==> src/design/mdb_pkg.sv <==
`timescale 1ns / 1ps
// ----------------------------------------------------------------------------
// mdb_pkg
// Shared types and constants for the magnitude to dB colour pixel block.
// ----------------------------------------------------------------------------
package mdb_pkg;

    localparam logic [1:0] REG_LOW_DB  = 2'd0;
    localparam logic [1:0] REG_HIGH_DB = 2'd1;
    localparam logic [1:0] REG_ENTRIES = 2'd2;

    localparam int LOG_STEPS = 24;
    localparam logic [63:0] EPS_SCALED = 64'd1844674407;
    localparam logic signed [27:0] DB_PER_OCTAVE_Q24 = 28'sd101008905;
    localparam logic signed [8:0] DB_FLOOR = -9'sd180;
    localparam logic signed [8:0] DB_CEIL = 9'sd150;

    // One item in the queue between the front and the back.
    typedef struct packed {
        logic        cmd;
        logic [31:0] magnitude;
        logic        end_of_strip;
        logic [7:0]  entry_index;
        logic [31:0] entry_colour;
    } item_t;

    // Configuration seen by the back end.
    typedef struct packed {
        logic signed [8:0] low_db;
        logic signed [8:0] high_db;
        logic [8:0]        table_entries;
    } cfg_t;

endpackage

==> src/design/mdb_front.sv <==
`timescale 1ns / 1ps
// ----------------------------------------------------------------------------
// mdb_front
// Input queue that decouples the input side from the compute pipeline.
// ----------------------------------------------------------------------------
module mdb_front
(
    input  logic           clk,
    input  logic           rst_n,
    input  logic           push,
    output logic           full,
    input  mdb_pkg::item_t in_item,
    output logic           item_valid,
    input  logic           item_take,
    output mdb_pkg::item_t item
);

    mdb_pkg::item_t q_reg [4];
    logic [1:0] wr_reg;
    logic [1:0] rd_reg;
    logic [2:0] cnt_reg;
    logic do_push;
    logic do_pop;

    assign full = (cnt_reg == 3'd4);
    assign do_push = push && !full;
    assign item_valid = (cnt_reg != 3'd0);
    assign do_pop = item_valid && item_take;
    assign item = q_reg[rd_reg];

    // Queue storage.
    always_ff @(posedge clk)
    begin
        if (do_push)
        begin
            q_reg[wr_reg] <= in_item;
        end
    end

    // Pointers and fill count.
    always_ff @(posedge clk or negedge rst_n)
    begin
        if (!rst_n)
        begin
            wr_reg <= '0;
            rd_reg <= '0;
            cnt_reg <= '0;
        end
        else
        begin
            if (do_push)
            begin
                wr_reg <= wr_reg + 2'd1;
            end
            if (do_pop)
            begin
                rd_reg <= rd_reg + 2'd1;
            end
            cnt_reg <= cnt_reg + {2'd0, do_push} - {2'd0, do_pop};
        end
    end

endmodule

==> config.mk <==
export PLATFORM = sky130hd
export DESIGN_NAME = mdb_front
export DESIGN_NICKNAME = d
export VERILOG_FILES = /design/src/design/mdb_pkg.sv /design/src/design/mdb_front.sv
export SDC_FILE = /design/constraint.sdc
export NUM_CORES = 1
export LEC_CHECK = 0
export BUFFER_PORTS_ARGS = -buffer_cell sky130_fd_sc_hd__clkbuf_2
export CAP_MARGIN = 10
export CORE_MARGIN = 2
export CORE_UTILIZATION = 25
export DETAILED_ROUTE_END_ITERATION = 8
export PLACE_DENSITY = 0.46
export SLEW_MARGIN = 25
export SYNTH_ARGS = -nofsm -noshare
export SYNTH_HDL_FRONTEND = slang
export SYNTH_SLANG_ARGS = --single-unit
==> constraint.sdc <==
create_clock -name clk -period 5.3 [get_ports clk]
set_input_delay 0.265 -clock clk [delete_from_list [all_inputs] [get_ports clk]]
set_output_delay 0.265 -clock clk [all_outputs]
set_load 0.005 [all_outputs]
* After elaboration in Yosys (flattened, before gate mapping)
Memory sizes are Yosys's and may differ from the RTL's.
Cells that the tools add are included.
** Word-level totals
- Bits of input ports :: 78
- Bits in writable memories :: 296
- Logic and storage cells :: 15
- Register bits after elaboration :: 7
- Output and inout port bits :: 76
- Memories kept :: 1
** Operators by class
- Equal/unequal tests :: 1
- Reductions and logical operators :: 4
- $add $sub $neg :: 4
- Muxes and demuxes :: 2
** Memories
- q_reg :: depth 4, width 74, read ports 1, clocked after Yosys merged registers in 0, wr ports 1, RTL line mdb_front.sv:18 : mdb_pkg::item_t q_reg [4];
** Operators with widths (number)
- adder 2 x 1 -> 2 bit (second input constant) :: 2
- adder 3 x 1 -> 3 bit :: 1
- == test 3 bit (second input constant) :: 1
- nonzero test 3 bit :: 1
- subtractor 3 x 1 -> 3 bit :: 1
- logical AND 1 bit :: 2
- 2-to-1 mux 1 bit :: 2
- logical NOT 1 bit :: 1

* Depth between registers and ports, before layout
- Word-level depth :: 5
- Gate-level depth with buffers :: 9
- Depth with buffers taken out :: 9

* Least setup slack after synthesis
No wires, ideal clock.
- Path type :: register to register
- From :: reg cnt_reg[2]
- To :: mem q_reg[0][0] in the netlist's numbering, enable pin
- Clock period less this slack :: 2.915 ns
- Cell stages (with the launch flop) :: 3
- Required time :: 4.859 ns
- Data arrival time :: 2.474 ns
- Slack :: 2.385 ns
- Path buffers :: 0
- Cell sequence :: dfrtp_1 -> nor3b_2 -> and3b_1
** On the way
- Longest elaborated chain between the ends :: 5
** RTL lines
- start: declaration :: RTL line mdb_front.sv:21 : logic [2:0] cnt_reg;
- start signal: assignment :: RTL line mdb_front.sv:59 : cnt_reg <= cnt_reg + {2'd0, do_push} - {2'd0, do_pop};
- == test 3 bit :: RTL line mdb_front.sv:25 : assign full = (cnt_reg == 3'd4);
- net full :: RTL line mdb_front.sv:11 : output logic full,
- logical NOT 1 bit :: RTL line mdb_front.sv:26 : assign do_push = push && !full;
- logical AND 1 bit :: RTL line mdb_front.sv:26
- 2-to-1 mux 1 bit :: RTL line mdb_front.sv:34 : if (do_push)
- 2-to-1 mux 1 bit (implied by the code) :: RTL line mdb_front.sv:36 : q_reg[wr_reg] <= in_item;
- end: declaration :: RTL line mdb_front.sv:18
The timed path passes the listed nets, and every way through them passes these cells.

==> metrics.md <==
| Metric | Value |
|---|---|
| Outcome | completed |
| Core area | 44200 um^2 |
| Worst hold-check path type | in2reg |
| Synth cell count leaders | 296 x edfxtp_1, 74 x mux4_2, 7 x dfrtp_1 |
| Max cap viols | 0 |
| Kind of critical path | reg2out |
| Share of the synthesized area in the top cell type | 79.4% |
| Fraction of the mapped netlist area in simple logic gates | 0.939% |
| Asr flop ratio synth | 2.31% |
| Antenna violations before repair | 0 |
| GR peak layer | met2 |
| # clock sinks | 303 |
| CTS tree | built |
| Post-route insts no fill | 1293 |
| DP Wirelength | 13800 um |
| Met2 Use GR | 16.8% |
| H-tree depth | 1 |
| Met3 Track Usage GR | 2.16% |
| Pwr Density | 522 nW/um^2 |
| Slew @ Worst Pin | 859 ps |
| Die Span Y | 216 um |
| Initial Utilization | 25.3% |
| Slew margin rel. | 42.7% |
| GRT overflow | 0 |
| CP max FO | 41 |
| Io pins | 154 |
| Buf+Inv Stages, Crit Path | 2 |
| Syn avg cell area | 26.2 um^2 |
| GPL Wtd Cong | 0.731 |
| Max reg flops | 296 |
| Placed insts | 1161 |
| Min Tclk post-route | 2960 ps |
| Final core occ | 32.5% |
| Gr usage total | 9.76% |
| Port bufs | 153 |
| Number of global-route vias before repair | 5654 |
| Synth area leaders | edfxtp_1 79%, mux4_2 15%, dfrtp_1 1.6%, buf_12 0.89%, ha_1 0.67% |
| Via density per instance | 4.06 |
| Register area share after synthesis | 81.0% |
| Synth Area in Adders | 0.850% |
| Yosys warns | 0 |
| Post-synthesis xor/xnor area fraction | 0.313% |
| Critical path's slowest cell | dfrtp_4 |
| DRT Pass-1 Iters | 4 |
| Synth Net Count | 512 |
| Crit path cell chain | buf_4, mux4_2, clkbuf_2 |
| First-pass GRT wire length | 34400 um |
| Die Span X | 216 um |
| CP delay by family, top | flip-flops |
| Largest family of logic cells by synthesized area | multiplexers |
| Final clock period utilization by the worst path | 55.9% |
| Row cnt | 77 |
| Total Neg Setup Slack | 0 ps |
| Residual DRC | 0 |
| Antenna Cells | 0 |
| Unrepaired setup endpoints after global routing | no |
| Fmax | 338 MHz |
| Critical Path Source Type | register |
| Post-Route WL | 22900 um |
| Worst skew pair latency | 570 ps |
| Final setup fails | 0 |
| ANT nets after route | 0 |
| Post-CTS Hold Buffers | 75 |
| Area leader, netlist | edfxtp_1 |
| Final Slew Violations | 0 |
| WP data arrival | 2700 ps |
| Mux contribution to synthesized area | 14.9% |
| Largest net degree at the start of global routing | 43 |
| Yosys reg bits | 303 |
| 1st-iter DRT viols | 301 |
| Fin. Hold Viols | 0 |
| CP Data Required Time | 5040 ps |
| Via Count | 5253 |
| CTS max path bufs | 3 |
| Met1 Use GR | 12.4% |
| Reg clk slew, reported paths | 60 ps |
| Clock skew | 14.0 ps |
| Num CTS Buffers | 31 |
| EDFF count, synth | 296 |
| Syn Std Cell Area | 11200 um^2 |
| Post-CTS Setup Bufs | 0 |
| Leak pwr | 0.00487 uW |
| Synth unique cells | 22 |
| Layout cells sized above 1 | 40.9% |
| Die ar. | 46500 um^2 |
| Final hold slack | 30.6 ps |
| Area Growth Syn to Fin | 28.4% |
| VDD IR max | 246 uV |
| Max stage delay on crit path | 820 ps |
| Crit path capture type | output pin |
| Nets | 762 |
| Post-Synthesis Cells | 427 |
| DR WL/cell | 17.7 um |
| Count leader, synth | edfxtp_1 |
| Power Total | 7500 uW |
| CTS resizes | 0 |
| Commonest register cell after synthesis | edfxtp_1 |
| Area fraction in compound gates after synthesis | 0.291% |
| Clock root cell | clkbuf_16 |
## layout make-up
| type | instances | area (um^2) |
|---|---|---|
| sequential | 303 | 9070 |
| tap | 592 | 741 |
| timing repair buffer | 234 | 1570 |
| inverter | 5 | 18.8 |
| clock buffer | 35 | 791 |
| clock inverter | 22 | 218 |
| multi-input combinational | 102 | 1950 |
| fill | 4200 | 29900 |
## layout by cell type (no fill, tap or decap), drive strengths merged
cell type and n:
edfxtp 296, clkbuf 188, dlygate4sd3 75, mux4 74, clkinv 14, dfrtp 7
ha 6, inv 6, buf 6, nand2b 4, and3b 4, bufinv 4
xnor2 3, clkinvlp 3, nand4bb 2, o211ai 2, o31a 1, nor3b 1
or3 1, xor2 1, nand2 1, o311ai 1, fa 1
## worst register-to-register path, cell delays in order, from the launching register on
cell and delay (ps):
dfrtp_1 440, nor3b_2 230, and3b_4 890, buf_4 610
## report_power, final
group / switching [uW] / total (uW) / internal (uW)
registers: 277 / 3440 / 3160
clock network: 874 / 2140 / 1260
logic: 933 / 1920 / 988
total: 2080 / 7500 / 5410
## path summary, 6_finish.rpt
kind	startpoint	slack [ps]	cells past startpoint	endpoint
max	rd_reg[1]	2340	3	item[7]
min	item_take	30	3	rd_reg[1]
max reg2reg	cnt_reg[2]	2730	3	q_reg[3][16]
min reg2reg	wr_reg[1]	600	2	wr_reg[1]
max in group asynchronous	rst_n	5040	2	rd_reg[0]
min in group asynchronous	rst_n	70	2	cnt_reg[2]
## per-layer routing
layer | part of all wire (%) | vias to the layer above
met5 | 0 | -
met4 | 2.0 | 0
met3 | 4.7 | 33
met2 | 50 | 121
met1 | 43 | 2759
li1 | - | 2340
## through the flow
step	instance area, um^2	setup slack (ps)
4_1_cts	14400	2180
2_1_floorplan	11200	2380
3_5_place_dp	12600	2700
5_1_grt	14400	2100
3_3_place_gp	12600	2750
6_report	14400	2340
## cells by family after synthesis
kind of cell / Yosys count
flops: 303
simple gates: 13
compound gates: 4
mux: 74
buf+inv: 22
fa+ha+maj: 7
xor+xnor: 4
No activity file was read; power rests on OpenSTA's default activity.
